**config.mk**
```make
export PLATFORM = sky130hd
export DESIGN_NAME = vcds_front
export DESIGN_NICKNAME = d
export VERILOG_FILES = /design/src/design/vcds_pkg.sv /design/src/design/vcds_front.sv
export SDC_FILE = /design/constraint.sdc
export NUM_CORES = 2
export LEC_CHECK = 0
export ABC_AREA = 1
export BUFFER_PORTS_ARGS = -buffer_cell sky130_fd_sc_hd__buf_2
export CORE_MARGIN = 2
export CORE_UTILIZATION = 40
export DETAILED_ROUTE_END_ITERATION = 8
export SYNTH_ARGS = -nofsm -noshare
export SYNTH_HDL_FRONTEND = slang
export SYNTH_SLANG_ARGS = --single-unit
export TNS_END_PERCENT = 1
```
**constraint.sdc**
```tcl
create_clock -name clk -period 15.5 [get_ports clk]
set_clock_uncertainty 0.15 [all_clocks]
set_input_delay 1.55 -clock clk [delete_from_list [all_inputs] [get_ports clk]]
set_output_delay 1.55 -clock clk [all_outputs]
set_load 0.02 [all_outputs]
```
**src/design/vcds_pkg.sv**
```systemverilog
// Shared constants and width helpers for the vector similarity core.
package vcds_pkg;

  localparam int MAX_LEN_DEF    = 64;
  localparam int ELEM_WIDTH_DEF = 16;
  localparam int Q_DEPTH        = 4;
  localparam int COS_W          = 16;
  localparam int DIST_W         = 15;
  localparam int FRAC_OUT       = 15;

  // accumulator width: products plus growth over the vector length plus headroom
  function automatic int acc_width(input int ew, input int ml);
    return 2 * ew + $clog2(ml) + 2;
  endfunction

endpackage

```
**src/design/vcds_front.sv**
```systemverilog
// Front end: element MACs, length tracking and hand-off of finished sums.
module vcds_front #(
  parameter int MAX_LEN    = 64,
  parameter int ELEM_WIDTH = 16,
  parameter int ACC_W      = 39
) (
  input  logic                         clk,
  input  logic                         rst_n,
  input  logic                         accept,
  input  logic signed [ELEM_WIDTH-1:0] elem_a,
  input  logic signed [ELEM_WIDTH-1:0] elem_b,
  input  logic                         last_elem,
  output logic                         push,
  output logic [4*ACC_W:0]             push_data
);
  import vcds_pkg::*;

  localparam int EW    = ELEM_WIDTH;
  localparam int CNT_W = $clog2(MAX_LEN + 1);

  logic [CNT_W-1:0]       cnt_r;
  logic                   ovf_r;
  logic                   use_elem;
  logic signed [2*EW-1:0] prod_ab, prod_aa, prod_bb;
  logic signed [EW:0]     diff;
  logic signed [2*EW+1:0] prod_dd;

  logic                   s1_valid_r, s1_last_r, s1_ovf_r;
  logic signed [2*EW-1:0] pab_r;
  logic [2*EW-1:0]        paa_r, pbb_r;
  logic [2*EW:0]          pdd_r;

  logic signed [ACC_W-1:0] dot_r, dot_nxt;
  logic [ACC_W-1:0]        na_r, na_nxt, nb_r, nb_nxt, dsq_r, dsq_nxt;

  assign use_elem = (cnt_r < CNT_W'(MAX_LEN));
  assign prod_ab  = elem_a * elem_b;
  assign prod_aa  = elem_a * elem_a;
  assign prod_bb  = elem_b * elem_b;
  assign diff     = {elem_a[EW-1], elem_a} - {elem_b[EW-1], elem_b};
  assign prod_dd  = diff * diff;

  always_ff @(posedge clk) begin
    if (!rst_n) begin
      cnt_r      <= '0;
      ovf_r      <= 1'b0;
      s1_valid_r <= 1'b0;
    end else begin
      s1_valid_r <= accept;
      if (accept) begin
        if (last_elem) begin
          cnt_r <= '0;
          ovf_r <= 1'b0;
        end else if (use_elem) begin
          cnt_r <= cnt_r + 1'b1;
        end else begin
          ovf_r <= 1'b1;
        end
      end
    end
  end

  // product stage; elements past the limit contribute nothing
  always_ff @(posedge clk) begin
    if (accept) begin
      s1_last_r <= last_elem;
      s1_ovf_r  <= ovf_r | ~use_elem;
      pab_r     <= use_elem ? prod_ab : '0;
      paa_r     <= use_elem ? prod_aa : '0;
      pbb_r     <= use_elem ? prod_bb : '0;
      pdd_r     <= use_elem ? prod_dd[2*EW:0] : '0;
    end
  end

  assign dot_nxt = dot_r + ACC_W'(pab_r);
  assign na_nxt  = na_r + {{(ACC_W-2*EW){1'b0}}, paa_r};
  assign nb_nxt  = nb_r + {{(ACC_W-2*EW){1'b0}}, pbb_r};
  assign dsq_nxt = dsq_r + {{(ACC_W-2*EW-1){1'b0}}, pdd_r};

  always_ff @(posedge clk) begin
    if (!rst_n) begin
      dot_r <= '0;
      na_r  <= '0;
      nb_r  <= '0;
      dsq_r <= '0;
    end else if (s1_valid_r) begin
      if (s1_last_r) begin
        dot_r <= '0;
        na_r  <= '0;
        nb_r  <= '0;
        dsq_r <= '0;
      end else begin
        dot_r <= dot_nxt;
        na_r  <= na_nxt;
        nb_r  <= nb_nxt;
        dsq_r <= dsq_nxt;
      end
    end
  end

  assign push      = s1_valid_r & s1_last_r;
  assign push_data = {dot_nxt, na_nxt, nb_nxt, dsq_nxt, s1_ovf_r};

endmodule

```
==> flow_summary_export.csv <==
group,metric,value,unit
route,avgViaCountPerCell,4.905,
synth,synth-edff-count,128,
place,place_congestion,0.9667,
critical_path,worst-setup-path-type,"in -> reg",
sta,slew_violations,0,
cells_and_area,fillerInstances,15717,
critical_path,cpPeakStageDelay,0.65,ns
sta,setup-violations-final,0,
grt,track_usage,0.2363,
sta,min_period,9.541,ns
cells_and_area,seq_area,7148,µm²
route,vias,51934,
synth,synth.distinct_cells,55,
grt,grt_pass1_vias,52931,
route,drt-pass1-iter-count,5,
critical_path,cp_top_family,"adder cells",
critical_path,ff2ff_setup_slack,12.51,ns
place,pre_cts_slack,5.413,ns
place,placed_area,64590,µm²
critical_path,slowest_stage,"nor4_1",
place,port_buffers,193,
cts,cts_hold_buf,0,
cts,post_cts_buffers,0,
cts,htree_levels,2,
die,die_w,396.1,µm
critical_path,required,15.68,ns
synth,synth.most_common_cell,"nand2_1",
cells_and_area,finalInstanceArea,65910,µm²
synth,ys_ff_latch,293,
place,post-dp-hpwl,153300,µm
critical_path,crit_end,"pdd_r[32]",
cts,clk_pin_slew,0.06,ns
cts,cts_num_sinks,293,
critical_path,worst_setup_path_end_kind,"register",
cts,cts_resized,0,
synth,synth_nets,9976,
cts,max-clock-path-buffers,3,
cts,cts_buffers,38,
cts,worstSkewPairLatency,0.58,ns
run,cap_violations,0,
critical_path,cp_data_arrival_time,9.72,ns
critical_path,crit_fanout,31,
grt,grt_antenna_before_repair,13,
sta,setup_slack,5.959,ns
critical_path,cp_common_cell,"fa_1",
cts,cts_tree,"built",
synth,synth_common_cells,"nand2_1 (2,273), inv_1 (2,159), fa_1 (1,006), nor2_1 (573), ha_1 (495)",
sta,worst_slew_pin_slew,1.196,ns
critical_path,crit_buf_inv,8,
cells_and_area,synthToLayoutAreaGrowth,7.170,%
synth,synth_area,61500,µm²
synth,ys_seq_area_frac,0.1162,
cells_and_area,finalCoreUtilization,0.4329,
grt,grt_max_degree,80,
die,die-area,156900,µm²
cells_and_area,drive_gt1_frac,0.04184,
synth,async_flop_share,0,
route,ant_nets,0,
critical_path,reg2reg_from,"pdd_r[26]",
critical_path,startpoint,"elem_a[0]",
die,coreArea,152300,µm²
grt,grt_pass1_wl,293700,µm
cts,cts-root-buf,"clkbuf_16",
sta,max_slew_margin,0.1967,
route,drt_iter0_markers,3683,
synth,synth_flop_cell,"dfxtp_1",
cells_and_area,multiInputGateArea,45480,µm²
sta,period_share,0.6155,
die,ioPinCount,194,
synth,synth_top_cell_by_area,"fa_1",
cells_and_area,nNetsFinal,10064,
grt,grt.overflow.total,0,
route,routed_wl,183900,µm
critical_path,worstRegToRegCells,10,
sta,setup_tns,0,ns
critical_path,critical_path_depth,30,
sta,grt_setup_unrepaired,"false",
critical_path,reg2reg_to,"dsq_r[37]",
synth,synth_warnings,0,
sta,hold_viol_final,0,
critical_path,start_kind,"primary input",
min_path,hp-class,"reg -> reg",
synth,synth_top_area_frac,0.3275,
status,status,"complete, no violations",
synth,synth.avg_cell_area,7.288,µm²
die,dieHeight,396.1,µm
die,rows,143,
sta,max_freq,0.1048,GHz
route,drc,0,
route,wl_per_cell,17.36,µm
die,initial_core_util,0.4039,
synth,synth_cells,8439,
synth,synthTopCellsByArea,"fa_1 (33%), nand2_1 (14%), inv_1 (13%)",
==> worst reg2reg max path, cell delays in order (launching register included) <==
cell and delay [ns]:
edfxtp_1 0.54, ha_1 0.44, nand2_1 0.16, nor2_1 0.28, nand2_1 0.22, nor3_1 0.43, nand3_1 0.27, nand3_1 0.15
nand2_1 0.07, nand3_1 0.07, a21oi_1 0.08
==> metrics by stage <==
step                      cells  hold WS (ns)
final                     10589        0.3180
after global routing      10587        0.3366
after CTS                 10587        0.3209
after detailed placement  10517        0.3114
after global placement    10517        0.3044
after floorplan            8439        0.2920
==> worst min-delay path by stage <==
| stage | depth (start not counted) | from | slack [ns] | to |
|---|---|---|---|---|
| after global routing | 2 | dsq_r[25] | 0.34 | dsq_r[25] |
| final | 2 | dot_r[10] | 0.32 | dot_r[10] |
| after global placement | 2 | ovf_r | 0.30 | ovf_r |
| after CTS | 2 | na_r[12] | 0.32 | na_r[12] |
| after floorplan | 1 | cnt_r[0] | 0.29 | cnt_r[0] |
| after detailed placement | 2 | dsq_r[25] | 0.31 | dsq_r[25] |
==> logic make-up (layout without fill, tap and decap cells) <==
kind of cell	after synthesis	in the layout	synth area share
buf+inv	2352	2470	0.1444
simple gates	3437	3437	0.2289
compound gates	737	737	0.06431
other cells	0	2	0
fa+ha+maj	1501	1501	0.4282
flops	293	293	0.1162
xor+xnor	119	119	0.01798
==> sequential cells by signal, indices dropped and copies added, names as in the netlist <==
name,count
nb_r,39
s1_ovf_r,1
na_r,39
pbb_r,31
s1_last_r,1
cnt_r,7
paa_r,31
dsq_r,39
s1_valid_r,1
dot_r,39
pab_r,32
ovf_r,1
pdd_r,32
==> cells in the final DEF, fill, tap and decap left out, types with 86 or more instances in the layout <==
| cell | n |
|---|---|
| ha_1 | 495 |
| o21ai_0 | 153 |
| nor2_1 | 572 |
| fa_1 | 1006 |
| buf_2 | 192 |
| nand2_1 | 2273 |
| inv_1 | 2156 |
| a21oi_1 | 479 |
| dfxtp_1 | 164 |
| and2_1 | 86 |
| nand3_1 | 285 |
| edfxtp_1 | 128 |
==> layer usage <==
metal / part of all wire / GRT usage / wire length, µm
met5: 0.00048 / 0 / 89
met4: 0.018 / 0.04488 / 3335
met3: 0.062 / 0.03148 / 11310
met2: 0.44 / 0.3728 / 81180
met1: 0.48 / 0.3471 / 87930
==> final cells by class <==
class | instances | share of cell area
Antenna cell | 2 | 0.00007593
Clock buffer | 52 | 0.01667
Clock inverter | 18 | 0.003246
Inverter | 2165 | 0.1235
Multi-Input combinational cell | 5794 | 0.6900
Sequential cell | 293 | 0.1085
Tap cell | 2030 | 0.03854
Timing Repair Buffer | 235 | 0.01953
Power is left out: the tool's default activity adds up to more than one toggle a clock period on the data nets, which glitch-free logic cannot reach.
