### src/design/vcds_pkg.sv
// Shared constants and width helpers for the vector similarity core.
package vcds_pkg;

  localparam int MAX_LEN_DEF    = 64;
  localparam int ELEM_WIDTH_DEF = 16;
  localparam int Q_DEPTH        = 4;
  localparam int COS_W          = 16;
  localparam int DIST_W         = 15;
  localparam int FRAC_OUT       = 15;

  // accumulator width: products plus growth over the vector length plus headroom
  function automatic int acc_width(input int ew, input int ml);
    return 2 * ew + $clog2(ml) + 2;
  endfunction

endpackage

### src/design/vcds_queue.sv
// Small FIFO of finished vector sums between front and back.
module vcds_queue #(
  parameter int DATA_W = 157,
  parameter int DEPTH  = 4
) (
  input  logic                             clk,
  input  logic                             rst_n,
  input  logic                             push,
  input  logic [DATA_W-1:0]                wdata,
  input  logic                             pop,
  output logic [DATA_W-1:0]                rdata,
  output logic                             not_empty,
  output logic [$clog2(DEPTH+1)-1:0]       count
);
  import vcds_pkg::*;

  localparam int PW = $clog2(DEPTH);

  logic [DATA_W-1:0]          mem_r [DEPTH];
  logic [PW-1:0]              wp_r, rp_r;
  logic [$clog2(DEPTH+1)-1:0] cnt_r;

  always_ff @(posedge clk) begin
    if (push) begin
      mem_r[wp_r] <= wdata;
    end
  end

  always_ff @(posedge clk) begin
    if (!rst_n) begin
      wp_r  <= '0;
      rp_r  <= '0;
      cnt_r <= '0;
    end else begin
      if (push) wp_r <= (wp_r == PW'(DEPTH - 1)) ? '0 : wp_r + 1'b1;
      if (pop)  rp_r <= (rp_r == PW'(DEPTH - 1)) ? '0 : rp_r + 1'b1;
      cnt_r <= cnt_r + (push ? 1'b1 : 1'b0) - (pop ? 1'b1 : 1'b0);
    end
  end

  assign rdata     = mem_r[rp_r];
  assign not_empty = (cnt_r != '0);
  assign count     = cnt_r;

endmodule

### config.mk
export PLATFORM = sky130hd
export DESIGN_NAME = vcds_queue
export DESIGN_NICKNAME = d
export VERILOG_FILES = /design/src/design/vcds_pkg.sv /design/src/design/vcds_queue.sv
export SDC_FILE = /design/constraint.sdc
export NUM_CORES = 1
export LEC_CHECK = 0
export ABC_AREA = 1
export BUFFER_PORTS_ARGS = -buffer_cell sky130_fd_sc_hd__buf_2
export CORE_MARGIN = 4
export CORE_UTILIZATION = 39
export CTS_CLUSTER_SIZE = 28
export DETAILED_ROUTE_END_ITERATION = 16
export PLACE_DENSITY = 0.59
export SLEW_MARGIN = 15
export SYNTH_ARGS = -nofsm -noshare
export SYNTH_HDL_FRONTEND = slang
export SYNTH_SLANG_ARGS = --single-unit
### constraint.sdc
create_clock -name clk -period 4.3 [get_ports clk]
set_clock_uncertainty 0.2 [all_clocks]
set_input_delay 0.43 -clock clk [delete_from_list [all_inputs] [get_ports clk]]
set_output_delay 0.43 -clock clk [all_outputs]
set_load 0.02 [all_outputs]
==> out/summary.txt, run 1 <==
Outcome: complete, no violations
Post-synth top cells: 628 x edfxtp_1, 329 x inv_1, 324 x nand2_1, 159 x a21oi_1, 157 x o211ai_1
Fin nets: 2,537
Slew headroom: 0.367
Post-route ant nets: 0
Routed vias/inst: 4.71
Finished Cell Area: 31,300 um^2
Pin count of the biggest net entering global routing: 89
Post-synthesis adder-cell area fraction: 0.00425
Root Driver: clkbuf_16
Post-synth top area cell: edfxtp_1
CP Max Fanout: 79
RSZ-0062 raised after global routing: false
DRT iter0 DRCs: 907
Die X: 263 um
Post-synthesis compound-gate area fraction: 0.110
Register area share after synthesis: 0.752
Pre-CTS WS: 1.74 ns
Die height: 263 um
Multi-input gate area: 4150 um^2
Max-cap violation count: 0
Post-layout minimum cycle time: 3.15 ns
Worst-Margin Slew: 0.950 ns
Worst-skew pair later-pin latency: 0.58 ns
Yosys warns: 0
Setup Viol. Count Final: 0
Critical path class: reg2out
Final wirelength: 53,900 um
Fin. Hold Viols: 0
Setup Total Neg Slack: 0 ns
GPL Wtd Cong: 0.736
Final WS setup: 1.15 ns
Area grow syn2layout: 23.7%
CP startpoint kind: flop
Type of the most critical hold path: in2reg
Setup Buffers After CTS: 0
Count leader, synth: edfxtp_1
Global-route wire length before repair: 84,000 um
Pwr dens: 464 nW/um^2
Initial Util: 0.393
Fraction of registers with async set/reset: 0
Core Box Area: 64,300 um^2
Leakage: 12.2 nW
Max frequency: 0.317 GHz
CTS tree: built
Fraction of layout cells with a size suffix above 1: 0.188
Placed insts: 2,993
Total GRT Usage: 0.152
Hold Buf Count CTS: 159
Synthesized instance count: 1,890
Cell Rows: 93
Antenna violations before repair: 5
VDD IR max: 0.000401 V
Post-route core utilization: 0.487
Final HPWL DP: 31,000 um
Register Area: 19,000 um^2
WP data arrival: 2.52 ns
Synth Area per Inst: 13.4 um^2
Yosys reg bits: 637
Design Power: 14.5 mW
Simple-gate share of the synthesized area: 0.0496
DR vias: 15.4k
Final period util: 0.733
CTS resizes: 0
Mapped Area: 25,300 um^2
Clk slew on worst S/H paths: 0.06 ns
Worst Path Required: 3.67 ns
Synth top area share: 0.745
Num CTS Buffers: 69
Fin Hold WS: 0.0808 ns
Ys flop type: edfxtp_1
Vias in the first global route: 15.3k
Top Ports: 322
WL per Instance: 16.4 um
Mux cell area share after synthesis: 0
Unique masters post-synth: 21
Top cells by area, synth: edfxtp_1 75%, inv_1 4.9%, nand2_1 4.8%, o211ai_1 4.7%, a21oi_1 3.1%
CTS H-tree depth: 3
Reg2Reg Depth: 5
Clock Path Buffers: 3
Crit end category: primary output
Total global routing overflow: 0
Syn nets: 2,059
Residual DRC count: 0
Number of synthesized flops with an enable pin: 628
Clock sink count: 637
1st-pass router iterations: 5
Fillers: 5,568
Synth Area in XOR/XNOR: 0
Main combinational cell family by area after synthesis: compound AO/OA/AOI/OAI gates
Die ar.: 69,000 um^2
Worst Hold Depth: 3
Fin cells: 3,278
Final slew viol count: 0
Placed cell area: 27,500 um^2
IO buf count: 321
## critical path: stages (launching register included)
cell and delay (ns):
dfxtp_4 0.97, buf_4 0.41, a21oi_1 0.12, o21ai_0 0.12
nand2_1 0.10, buf_2 0.17
## where the power goes
group	switching (mW)	total (mW)	internal, mW	leakage (nW)
clock network	2.31	5.65	3.34	1.06
logic	1.09	1.65	0.555	5.25
registers	0.0955	7.21	7.12	5.84
total	3.50	14.5	11.0	12.2
## kinds of logic (layout without fill, tap and decap cells)
kind of cell | after synthesis | count (layout)
flip-flops | 637 | 637
AO/OA/AOI/OAI | 477 | 477
buffers and inverters | 434 | 963
AND/OR/NAND/NOR | 334 | 334
adder cells (fa/ha/maj) | 8 | 8
other | 0 | 4
## area by class of cell
type	instances	share of cell area
Clock inverter	33	0.0103
Timing Repair Buffer	512	0.115
Clock buffer	89	0.0589
Inverter	329	0.0400
Multi-Input combinational cell	819	0.132
Tap cell	855	0.0342
Sequential cell	637	0.608
Antenna cell	4	0.000320
## sequential cells by signal, summed over array words and instances, names as in the netlist, named ones only
name   flops
count      3
mem_r    628
rp_r       2
wp_r       2
## cell usage in the layout, fill, tap and decap left out, types with 3 or more instances in the layout
master         count
a21oi_1          159
buf_12            14
buf_2            321
buf_4             18
bufinv_16          5
clkbuf_1          18
clkbuf_16         71
clkinv_1           9
clkinv_2          11
clkinv_4           3
clkinvlp_4         3
dfxtp_1            7
diode_2            4
dlygate4sd3_1    159
edfxtp_1         628
ha_1               7
inv_1            325
inv_6              4
nand2_1          324
nor2_1             8
o211ai_1         157
o21ai_0           62
o21ai_1           98
## path summary, 6_finish.rpt
path,startpoint,to,slack (ns)
hold reg to reg,rp_r[0],flop,0.29
setup / recovery,flop,rdata[114],1.15
hold / removal,push,wp_r[1],0.08
setup reg to reg,wp_r[0],mem_r[2][94],2.03
## routing by layer
metal / vias up / part of all wire / global-route usage
met5: - / 0.00024 / 0
met1: 7480 / 0.43 / 0.190
met3: 75 / 0.054 / 0.0365
met4: 2 / 0.022 / 0.0511
li1: 7553 / - / -
met2: 318 / 0.50 / 0.262
Power figures use the tool's default switching activity.
==> inputs of run 2 (changes only) <==
- ABC_AREA: 1 -> 0
- clock period: 4.3 -> 2.9 ns (I/O delays scaled with it)
==> run 2 against run 1 <==
Effect of this change:
- hold slack improved by 0.17 ns
- die area decreased by 8.0%
- non-clock buffer count increased by 26
- synthesized cell count decreased by 54%
- sequential power increased by 47%
- combinational power increased by 34%
- core utilization increased by 1.9 points
- critical path depth decreased by 1
==> out/summary.txt, run 2 <==
Die X: 252 um
Register area share after synthesis: 0.820
Setup Viol. Count Final: 0
1st-pass router iterations: 4
CTS tree: built
Most frequent cells in the layout: 628 x edfxtp_1, 321 x buf_2, 161 x dlygate4sd3_1
Worst-Margin Slew: 0.532 ns
Die height: 252 um
Vias in the first global route: 12.1k
Outcome: complete, no violations
Core Box Area: 59,000 um^2
Clk slew on worst S/H paths: 0.06 ns
Finished Cell Area: 29,800 um^2
Comb pwr share: 0.106
Global-route wire length before repair: 73,300 um
Leakage: 10.2 nW
Post-layout minimum cycle time: 2.68 ns
Ys flop type: edfxtp_1
Root Driver: clkbuf_16
Routed vias/inst: 4.91
Post-route ant nets: 0
Fillers: 4,735
Post-synth top area cell: edfxtp_1
CTS H-tree depth: 3
Net Sw Power: 4.61 mW
Top Ports: 322
Post-synthesis compound-gate area fraction: 0.000431
Count leader, synth: edfxtp_1
Clock power frac: 0.383
Critical path class: reg2out
CP startpoint kind: flop
Post-synthesis adder-cell area fraction: 0.00464
Final wirelength: 47,900 um
Mux cell area share after synthesis: 0.153
Post-route core utilization: 0.506
Fin. Hold Viols: 0
Num CTS Buffers: 66
Setup Total Neg Slack: 0 ns
Area grow syn2layout: 28.5%
Yosys warns: 0
Number of synthesized flops with an enable pin: 628
Simple-gate share of the synthesized area: 0.00356
Antenna violations before repair: 7
DRT iter0 DRCs: 643
Worst-skew pair later-pin latency: 0.58 ns
Residual DRC count: 0
Final period util: 0.925
Final WS setup: 0.218 ns
Synth Area per Inst: 26.9 um^2
Synth top area share: 0.812
Fraction of layout cells with a size suffix above 1: 0.426
DR vias: 11.1k
Synthesized instance count: 862
Fin nets: 1,602
Sw frac: 0.222
Crit end category: primary output
Int Pwr: 16.1 mW
IO buf count: 321
Max reg flops: 628
Top reg by flops: mem_r
Clock sink count: 637
Top cells by area, synth: edfxtp_1 81%, mux4_2 15%, buf_12 0.95%, dfxtp_1 0.78%, ha_1 0.38%
Total GRT Usage: 0.152
Fin cells: 2,257
Pin count of the biggest net entering global routing: 74
Cell Rows: 89
Register Area: 19,000 um^2
Post-synth top cells: 628 x edfxtp_1, 157 x mux4_2, 14 x buf_2, 11 x buf_12, 9 x dfxtp_1
Type of the most critical hold path: in2reg
Fraction of registers with async set/reset: 0
Placed cell area: 26,100 um^2
Design Power: 20.8 mW
Seq pwr share: 0.511
Mapped Area: 23,200 um^2
Clock Path Buffers: 3
CP Max Fanout: 18
Multi-input gate area: 3790 um^2
Max frequency: 0.373 GHz
Pwr dens: 696 nW/um^2
Main combinational cell family by area after synthesis: multiplexers
Slew headroom: 0.645
Most common cell after layout, fill and taps aside: edfxtp_1
Worst Path Required: 2.41 ns
Yosys reg bits: 637
Die ar.: 63,500 um^2
Placed insts: 1,972
Unique masters post-synth: 20
Fin Hold WS: 0.250 ns
Syn nets: 1,031
Max-cap violation count: 0
Pre-CTS WS: 0.592 ns
WP data arrival: 2.19 ns
Synth Area in XOR/XNOR: 0.000970
RSZ-0062 raised after global routing: false
Final slew viol count: 0
GPL Wtd Cong: 0.720
Initial Util: 0.393
VDD IR max: 0.000471 V
WL per Instance: 21.2 um
Final HPWL DP: 29,800 um
Total global routing overflow: 0
==> run 2: cell count changes after synthesis, moves of 5 or more <==
cell / previous run / this run
inv_1: 329 / 6
mux4_2: 0 / 157
buf_12: 1 / 11
a21oi_1: 159 / 2
buf_2: 37 / 14
nand2_1: 324 / 0
o21ai_0: 62 / 0
and2_1: 0 / 5
o211ai_1: 157 / 0
o21ai_1: 98 / 0
buf_6: 51 / 5
==> run 2: final cells by class <==
type,instances,share of cell area
flip-flops and latches,637,0.638
repair buffers,538,0.133
multi-input cells,184,0.127
clock buffers,81,0.0601
well taps,773,0.0324
clock inverters,34,0.00830
inverters,6,0.000755
diodes,4,0.000335
==> run 2: path summary, 6_finish.rpt <==
kind	cells past startpoint	to	slack (ns)	startpoint
max	4	rdata[77]	0.22	flop
min	2	mem_r[2][63]	0.25	wdata[63]
max reg2reg	3	mem_r[3][44]	0.89	wp_r[0]
min reg2reg	2	wp_r[0]	0.33	wp_r[0]
==> run 2: timing repair <==
item	in CTS	in global routing
gates resized for setup	0	0
hold endpoints to repair	641	0
buffers inserted	5	0
endpoints found under the setup margin	79	0
hold buffers	161	0
==> run 2: critical path, cell delays in order, from the launching register on <==
cell and delay (ns):
dfxtp_4 0.44, buf_12 0.23, buf_12 0.20, mux4_2 0.53, buf_2 0.18
==> run 2: power by group through the flow <==
stage	Combinational [mW]	Clock, mW	Sequential, mW
2_1_floorplan	1.24	0	10.8
4_1_cts	2.26	8.23	10.6
6_report	2.21	7.95	10.6
3_5_place_dp	2.05	0	10.8
3_3_place_gp	2.03	0	10.8
5_1_grt	2.37	8.63	10.6
==> run 2: layer usage <==
layer | wire [um] | part of all wire | GRT usage | vias to the layer above
li1 | - | - | - | 4897
met1 | 20000 | 0.42 | 0.201 | 5822
met2 | 23600 | 0.49 | 0.247 | 300
met3 | 3410 | 0.071 | 0.0460 | 64
met4 | 858 | 0.018 | 0.0452 | 6
met5 | 41 | 0.00086 | 0 | -
==> run 2: cells by family after synthesis <==
family	Yosys count
compound gates	2
xor+xnor	1
fa+ha+maj	8
buf+inv	41
flops	637
mux	159
simple gates	14
