--- config.mk ---
export PLATFORM = sky130hd
export DESIGN_NAME = vcds_back
export DESIGN_NICKNAME = d
export VERILOG_FILES = /design/src/design/vcds_pkg.sv /design/src/design/vcds_back.sv
export SDC_FILE = /design/constraint.sdc
export NUM_CORES = 2
export LEC_CHECK = 0
export BUFFER_PORTS_ARGS = -buffer_cell sky130_fd_sc_hd__buf_2
export CAP_MARGIN = 10
export CORE_MARGIN = 1.5
export CORE_UTILIZATION = 23
export DETAILED_ROUTE_END_ITERATION = 16
export PLACE_DENSITY_LB_ADDON = 0.1
export SYNTH_ARGS = -nofsm -noshare
export SYNTH_HDL_FRONTEND = slang
export SYNTH_SLANG_ARGS = --single-unit
--- constraint.sdc ---
create_clock -name clk -period 50 [get_ports clk]
set_clock_uncertainty 0.1 [all_clocks]
set_input_delay 2.5 -clock clk [delete_from_list [all_inputs] [get_ports clk]]
set_output_delay 2.5 -clock clk [all_outputs]
set_load 0.1 [all_outputs]
--- src/design/vcds_pkg.sv ---
// Shared constants and width helpers for the vector similarity core.
package vcds_pkg;

  localparam int MAX_LEN_DEF    = 64;
  localparam int ELEM_WIDTH_DEF = 16;
  localparam int Q_DEPTH        = 4;
  localparam int COS_W          = 16;
  localparam int DIST_W         = 15;
  localparam int FRAC_OUT       = 15;

  // accumulator width: products plus growth over the vector length plus headroom
  function automatic int acc_width(input int ew, input int ml);
    return 2 * ew + $clog2(ml) + 2;
  endfunction

endpackage

--- src/design/vcds_back.sv ---
// Back end: shared bit-serial square root and divider producing both similarities.
module vcds_back #(
  parameter int ELEM_WIDTH = 16,
  parameter int ACC_W      = 39
) (
  input  logic                      clk,
  input  logic                      rst_n,
  input  logic                      q_valid,
  input  logic [4*ACC_W:0]          q_data,
  output logic                      q_pop,
  output logic                      out_valid,
  input  logic                      out_stall,
  output logic signed [vcds_pkg::COS_W-1:0] out_cosine_sim,
  output logic [vcds_pkg::DIST_W-1:0]       out_distance_sim,
  output logic                      out_length_overflow
);
  import vcds_pkg::*;

  localparam int W   = ACC_W;
  localparam int SW  = (W + 1) / 2;
  localparam int DW  = 2 * SW;
  localparam int NW  = W + 16;
  localparam int F   = ELEM_WIDTH - 1;
  localparam int STW = $clog2(NW + 1);

  localparam logic [2:0] S_IDLE = 3'd0;
  localparam logic [2:0] S_SQA  = 3'd1;
  localparam logic [2:0] S_SQB  = 3'd2;
  localparam logic [2:0] S_SQD  = 3'd3;
  localparam logic [2:0] S_MUL  = 3'd4;
  localparam logic [2:0] S_DIVC = 3'd5;
  localparam logic [2:0] S_DIVD = 3'd6;
  localparam logic [2:0] S_OUT  = 3'd7;

  logic [2:0]     state_r;
  logic [STW-1:0] step_r;

  logic signed [W-1:0] dot_r;
  logic [W-1:0]        nb_r, dsq_r;
  logic                na_zero_r, nb_zero_r, ovf_r;
  logic [SW-1:0]       ra_r, rb_r;
  logic [DW-1:0]       prod_r;
  logic                cos_ok_r, cos_neg_r;

  // square root unit
  logic [DW-1:0] sq_x_r;
  logic [SW:0]   sq_rem_r;
  logic [SW-1:0] sq_root_r;
  logic [SW+2:0] sq_trial, sq_t;
  logic          sq_ge;
  logic [SW-1:0] sq_root_nxt;

  // divider unit
  logic [NW-1:0] dv_num_r;
  logic [DW-1:0] dv_den_r, dv_rem_r;
  logic [DW:0]   dv_trial;
  logic          dv_ge;

  logic          sq_last, dv_last;
  logic [W-1:0]  dot_mag;
  logic [DW-1:0] dist_den;
  logic [NW-1:0] cos_num, dist_num, q_fin;

  // distance divisor held while the cosine division uses the shared divider
  logic [DW-1:0] dist_den_r;

  logic signed [COS_W-1:0] cos_r;
  logic [DIST_W-1:0]       dist_r;
  logic                    out_valid_r;

  assign sq_trial    = {sq_rem_r, sq_x_r[DW-1 -: 2]};
  assign sq_t        = {1'b0, sq_root_r, 2'b01};
  assign sq_ge       = (sq_trial >= sq_t);
  assign sq_root_nxt = {sq_root_r[SW-2:0], sq_ge};
  assign sq_last     = (step_r == STW'(SW - 1));

  assign dv_trial = {dv_rem_r, dv_num_r[NW-1]};
  assign dv_ge    = (dv_trial >= {1'b0, dv_den_r});
  assign dv_last  = (step_r == STW'(NW - 1));
  assign q_fin    = {dv_num_r[NW-2:0], dv_ge};

  assign dot_mag  = dot_r[W-1] ? W'(-dot_r) : W'(dot_r);
  assign cos_num  = {{(NW-W-FRAC_OUT){1'b0}}, dot_mag, {FRAC_OUT{1'b0}}}
                    + NW'(prod_r >> 1);
  assign dist_den = DW'(1) << F;
  assign q_pop    = (state_r == S_IDLE) & q_valid;

  always_ff @(posedge clk) begin
    if (!rst_n) begin
      state_r     <= S_IDLE;
      out_valid_r <= 1'b0;
      step_r      <= '0;
    end else begin
      unique case (state_r)
        S_IDLE: begin
          if (q_valid) begin
            state_r <= S_SQA;
            step_r  <= '0;
          end
        end
        S_SQA, S_SQB, S_SQD: begin
          step_r <= sq_last ? '0 : step_r + 1'b1;
          if (sq_last) begin
            state_r <= (state_r == S_SQA) ? S_SQB :
                       (state_r == S_SQB) ? S_SQD : S_MUL;
          end
        end
        S_MUL: begin
          state_r <= S_DIVC;
          step_r  <= '0;
        end
        S_DIVC: begin
          step_r <= dv_last ? '0 : step_r + 1'b1;
          if (dv_last) state_r <= S_DIVD;
        end
        S_DIVD: begin
          step_r <= dv_last ? '0 : step_r + 1'b1;
          if (dv_last) begin
            state_r     <= S_OUT;
            out_valid_r <= 1'b1;
          end
        end
        S_OUT: begin
          if (!out_stall) begin
            out_valid_r <= 1'b0;
            state_r     <= S_IDLE;
          end
        end
        default: state_r <= S_IDLE;
      endcase
    end
  end

  // datapath
  always_ff @(posedge clk) begin
    case (state_r)
      S_IDLE: begin
        if (q_valid) begin
          dot_r     <= q_data[4*W -: W];
          nb_r      <= q_data[2*W -: W];
          dsq_r     <= q_data[W -: W];
          ovf_r     <= q_data[0];
          na_zero_r <= (q_data[3*W -: W] == '0);
          nb_zero_r <= (q_data[2*W -: W] == '0);
          sq_x_r    <= DW'(q_data[3*W -: W]);
          sq_rem_r  <= '0;
          sq_root_r <= '0;
        end
      end
      S_SQA, S_SQB, S_SQD: begin
        sq_x_r    <= {sq_x_r[DW-3:0], 2'b00};
        sq_rem_r  <= sq_ge ? (SW+1)'(sq_trial - sq_t) : sq_trial[SW:0];
        sq_root_r <= sq_root_nxt;
        if (sq_last) begin
          sq_rem_r  <= '0;
          sq_root_r <= '0;
          if (state_r == S_SQA) begin
            ra_r   <= sq_root_nxt;
            sq_x_r <= DW'(nb_r);
          end else if (state_r == S_SQB) begin
            rb_r   <= sq_root_nxt;
            sq_x_r <= DW'(dsq_r);
          end else begin
            dv_den_r <= dist_den + DW'(sq_root_nxt);
          end
        end
      end
      S_MUL: begin
        prod_r    <= ra_r * rb_r;
        cos_neg_r <= dot_r[W-1];
      end
      S_DIVC, S_DIVD: begin
        if (step_r == '0 && state_r == S_DIVC) begin
          cos_ok_r <= ~na_zero_r & ~nb_zero_r & (prod_r != '0);
        end
        dv_num_r <= q_fin;
        dv_rem_r <= dv_ge ? DW'(dv_trial - {1'b0, dv_den_r}) : dv_trial[DW-1:0];
        if (step_r == '0) begin
          // load the operands of this division and take the first step
          if (state_r == S_DIVC) begin
            dv_num_r <= {cos_num[NW-2:0], 1'b0};
            dv_rem_r <= DW'(cos_num[NW-1]) >= prod_r && prod_r != '0 ?
                        DW'(DW'(cos_num[NW-1]) - prod_r) : DW'(cos_num[NW-1]);
            dv_den_r <= prod_r;
          end else begin
            dv_num_r <= {dist_num[NW-2:0], 1'b0};
            dv_rem_r <= DW'(dist_num[NW-1]);
          end
        end
        if (dv_last) begin
          if (state_r == S_DIVC) begin
            if (!cos_ok_r) begin
              cos_r <= '0;
            end else if (cos_neg_r) begin
              cos_r <= (q_fin > NW'(32768)) ? COS_W'(-32768) : COS_W'(-q_fin);
            end else begin
              cos_r <= (q_fin > NW'(32767)) ? COS_W'(32767) : COS_W'(q_fin);
            end
            dv_den_r <= dist_den_r;
          end else begin
            dist_r <= (q_fin > NW'(32767)) ? DIST_W'(32767) : DIST_W'(q_fin);
          end
        end
      end
      default: ;
    endcase
  end

  always_ff @(posedge clk) begin
    if ((state_r == S_SQD) && sq_last) begin
      dist_den_r <= dist_den + DW'(sq_root_nxt);
    end
  end
  assign dist_num = (NW'(1) << (FRAC_OUT + F)) + NW'(dist_den_r >> 1);

  assign out_valid           = out_valid_r;
  assign out_cosine_sim      = cos_r;
  assign out_distance_sim    = dist_r;
  assign out_length_overflow = ovf_r;

  a_valid_in_out: assert property (@(posedge clk) disable iff (!rst_n)
    out_valid_r |-> (state_r == S_OUT))
    else $error("result shown outside output state");
  a_pop_idle: assert property (@(posedge clk) disable iff (!rst_n)
    q_pop |=> (state_r == S_SQA))
    else $error("pop did not start root sequence");
  a_hold_out: assert property (@(posedge clk) disable iff (!rst_n)
    (out_valid_r && out_stall) |=> out_valid_r && $stable(cos_r) && $stable(dist_r))
    else $error("stalled result changed");

endmodule

==> impl_metrics.ini <==
[clock_network]
cts.clk_slew.worst_paths_ns = 0.06
clock_latency_ns = 0.67
clock_sinks = 480
cts-root-buf = clkbuf_16
cts_hold_buffers = 0
cts.path.max_buffers = 3
cts_tree = done
cts_resized = 0
htreeDepth = 3
cts_setup_buffers = 0
tritoncts.num_buffers = 67

[status]
status = completed

[worst_setup_path]
crit_arrival_ns = 8.71
worst_path_max_delay_cell = edfxtp_1
regToRegEndpoint = prod_r[39]
rr_worst_depth = 23
path_buf_inv = 4
cp_top_family = adder cells
worst_path_largest_cell_delay_ns = 0.78
start_kind = flop
crit_fanout = 20
rrSetupSlack_ns = 41.58
r2r-start = ra_r[6]
cp.required_ns = 50.29
worstSetupPathType = flop to flop
crit_top_cell = fa_1
crit_chain = and2_1 -> fa_1 -> inv_1 -> fa_1 -> fa_1 -> inv_1 -> fa_1 -> fa_1 -> fa_1 -> inv_1 -> fa_1 -> inv_1 -> ha_1 -> nand3_1 -> nor2_1 -> nand2_1 -> o31ai_1 -> a221o_1 -> a21oi_1 -> o211a_1 -> o311a_1 -> a21oi_1 -> xnor2_1
critPathCaptureType = flop

[detailed_routing]
wire_per_inst_um = 21.7
vias_per_cell = 4.55
wl_um = 133000
antenna_left = 0
drc_errors = 0
vias = 28000
first_pass_iters = 6
drtIter0Drc = 1779

[synthesis]
synth_cell_types = 82
syn_nets = 4510
synth_ff_type = edfxtp_1
synth_edf_count = 470
ys_seq_area_share_pct = 37.3
synth_seq_cells = 480
async_flop_share_pct = 0
post-synth-top-area-cell = edfxtp_1
synth_cells = 3782
synth_top_area_share_pct = 36.8
netlist_top_cells_area = edfxtp_1, fa_1, ha_1
synth.cell_area_um2 = 38400
avgSynthCellArea_um2 = 10.1
ys_warn_count = 0

[place]
dp_hpwl_um = 98500
io_buffers = 194
gp_congestion = 0.802
pre_cts_slack_ns = 41.57

[timing]
worst_pin_slew_ns = 1.12
layout_setup_ws_ns = 41.58
setup_violations = 0
drv_slew = 0
period_share_pct = 16.8
holdWs_ns = 0.421
relSlewSlack_pct = 25.1
final-hold-violation-count = 0
rsz0062_at_grt = false
fin_setup_tns_ns = 0
min_period_ns = 8.42
max_freq_ghz = 0.119

[pwr]
peakVddDrop_mv = 0.0269
power_leakage_nw = 18.0
finalPower_mw = 1.51
power.density_nw_per_um2 = 34.4
intPower_uw = 967
switching_share_pct = 36.0
seqPwrFrac_pct = 40.4
p_clk_share_pct = 31.1
switchingPower_uw = 543
combPwrFrac_pct = 28.4

[die]
die-area_um2 = 169000
die_y_um = 411
core_um2 = 165000
io_pins = 195
rows = 149
start_util_pct = 23.2
die_x_um = 411

[final_layout]
drive_above_1_share_pct = 9.73
syn_to_final_growth_pct = 14.3
fin_nets = 4634
fin_util_pct = 26.5
fillCellCount = 17600

[hold_path]
min_path_type = flop to flop
holdPathEnd = step_r[1]
holdPathStages = 2
hp-start = step_r[1]

[global_routing]
grt_antenna_before_repair = 12
grt_pass1_wl_um = 197000
grt_pass1_vias = 29100
grt.overflow.total = 0
grt_max_degree = 80
grt_usage_pct = 15.7

[job]
drv_cap = 0
synthesized netlist by cell type (10+ instances only):
master / count
edfxtp_1: 470
inv_1: 460
nand2_1: 420
fa_1: 322
and2_1: 250
ha_1: 245
o21ai_0: 237
a21oi_1: 180
clkbuf_1: 160
nor2_1: 140
xnor2_1: 92
a22oi_1: 77
nand3_1: 68
xor2_1: 64
nor4_1: 55
nor3_1: 47
a21o_1: 36
o211ai_1: 35
mux2i_1: 28
or3_1: 28
nand4_1: 27
o31ai_1: 23
or2_2: 23
nor2b_1: 22
nand2b_1: 17
a211oi_1: 16
o21a_1: 16
buf_1: 15
and3_1: 14
o21bai_1: 14
a31oi_1: 13
o21ai_1: 13
o41ai_1: 12
dfxtp_1: 10
cell families after synthesis:
group / after synthesis / share of synthesized area, %
buf+inv: 643 / 6.31
mux: 29 / 0.760
flops: 480 / 37.3
compound gates: 749 / 12.2
xor+xnor: 156 / 3.56
other cells: 1 / 0.00977
simple gates: 1157 / 15.1
fa+ha+maj: 567 / 24.8
placed cells by master, fill, tap and decap left out, types with 23 or more instances in the layout:
master	netlist	routed
edfxtp_1	470	470
inv_1	460	459
nand2_1	420	419
fa_1	322	322
and2_1	250	247
ha_1	245	245
o21ai_0	237	236
buf_2	6	194
a21oi_1	180	180
nor2_1	140	140
xnor2_1	92	92
a22oi_1	77	77
clkbuf_16	0	67
nand3_1	68	66
xor2_1	64	64
nor4_1	55	55
nor3_1	47	46
buf_4	0	42
a21o_1	36	36
o211ai_1	35	35
or3_1	28	28
mux2i_1	28	28
nand4_1	27	27
o31ai_1	23	23
per-layer routing:
metal  up-vias  track usage [%]  share of wire (%)
met1     14100             21.6                 47
met3       122             2.29                3.6
li1      13300                -                  -
met5         -                0                  0
met2       471             25.5                 47
met4         0             4.15                2.4
sequential cells by signal, summed over array words and instances, names as in the netlist, 3 cells and up:
signal,count
state_r,3
dot_r,39
out_distance_sim,15
nb_r,39
dsq_r,39
sq_rem_r,21
sq_x_r,40
rb_r,20
dv_num_r,55
out_cosine_sim,16
ra_r,20
step_r,6
dist_den_r,21
dv_den_r,40
prod_r,40
dv_rem_r,40
sq_root_r,20
area by class of cell:
cell class | instances | area [um2] | area share (%)
multi-input combinational | 2659 | 21700 | 49.4
sequential | 480 | 14300 | 32.6
tap | 2189 | 2740 | 6.24
inverter | 462 | 1740 | 3.96
clock buffer | 80 | 1730 | 3.93
timing repair buffer | 236 | 1290 | 2.93
clock inverter | 40 | 374 | 0.853
antenna | 4 | 10.0 | 0.0228
how the worst max path moves through the flow:
stage	to	start	slack [ns]	cells after the start
final	prod_r[39]	ra_r[6]	41.58	23
after global routing	prod_r[39]	ra_r[6]	41.25	23
after CTS	prod_r[39]	ra_r[6]	41.57	23
after detailed placement	prod_r[39]	ra_r[9]	41.57	25
after global placement	prod_r[39]	ra_r[7]	41.62	23
after floorplan	sq_rem_r[0]	q_valid	29.49	2
power by group through the flow:
stage	sequential, mW	clock, mW	combinational (mW)
5_1_grt	0.617	0.502	0.487
3_5_place_dp	0.619	0	0.434
2_1_floorplan	0.593	0	0.312
6_report	0.611	0.470	0.430
3_3_place_gp	0.619	0	0.437
4_1_cts	0.612	0.489	0.437
stage by stage:
stage | cells | instance area, um2
2_1_floorplan | 3782 | 38400
3_3_place_gp | 6026 | 41800
3_5_place_dp | 6026 | 41800
4_1_cts | 6146 | 43900
5_1_grt | 6149 | 43900
6_report | 6150 | 43900
tightest hold or removal path, stage by stage (launching register included):
cell	delay, ns
dfxtp_1	0.35
nand2_1	0.06
a21boi_0	0.06
Note: power is estimated with default switching activity, not from simulation.
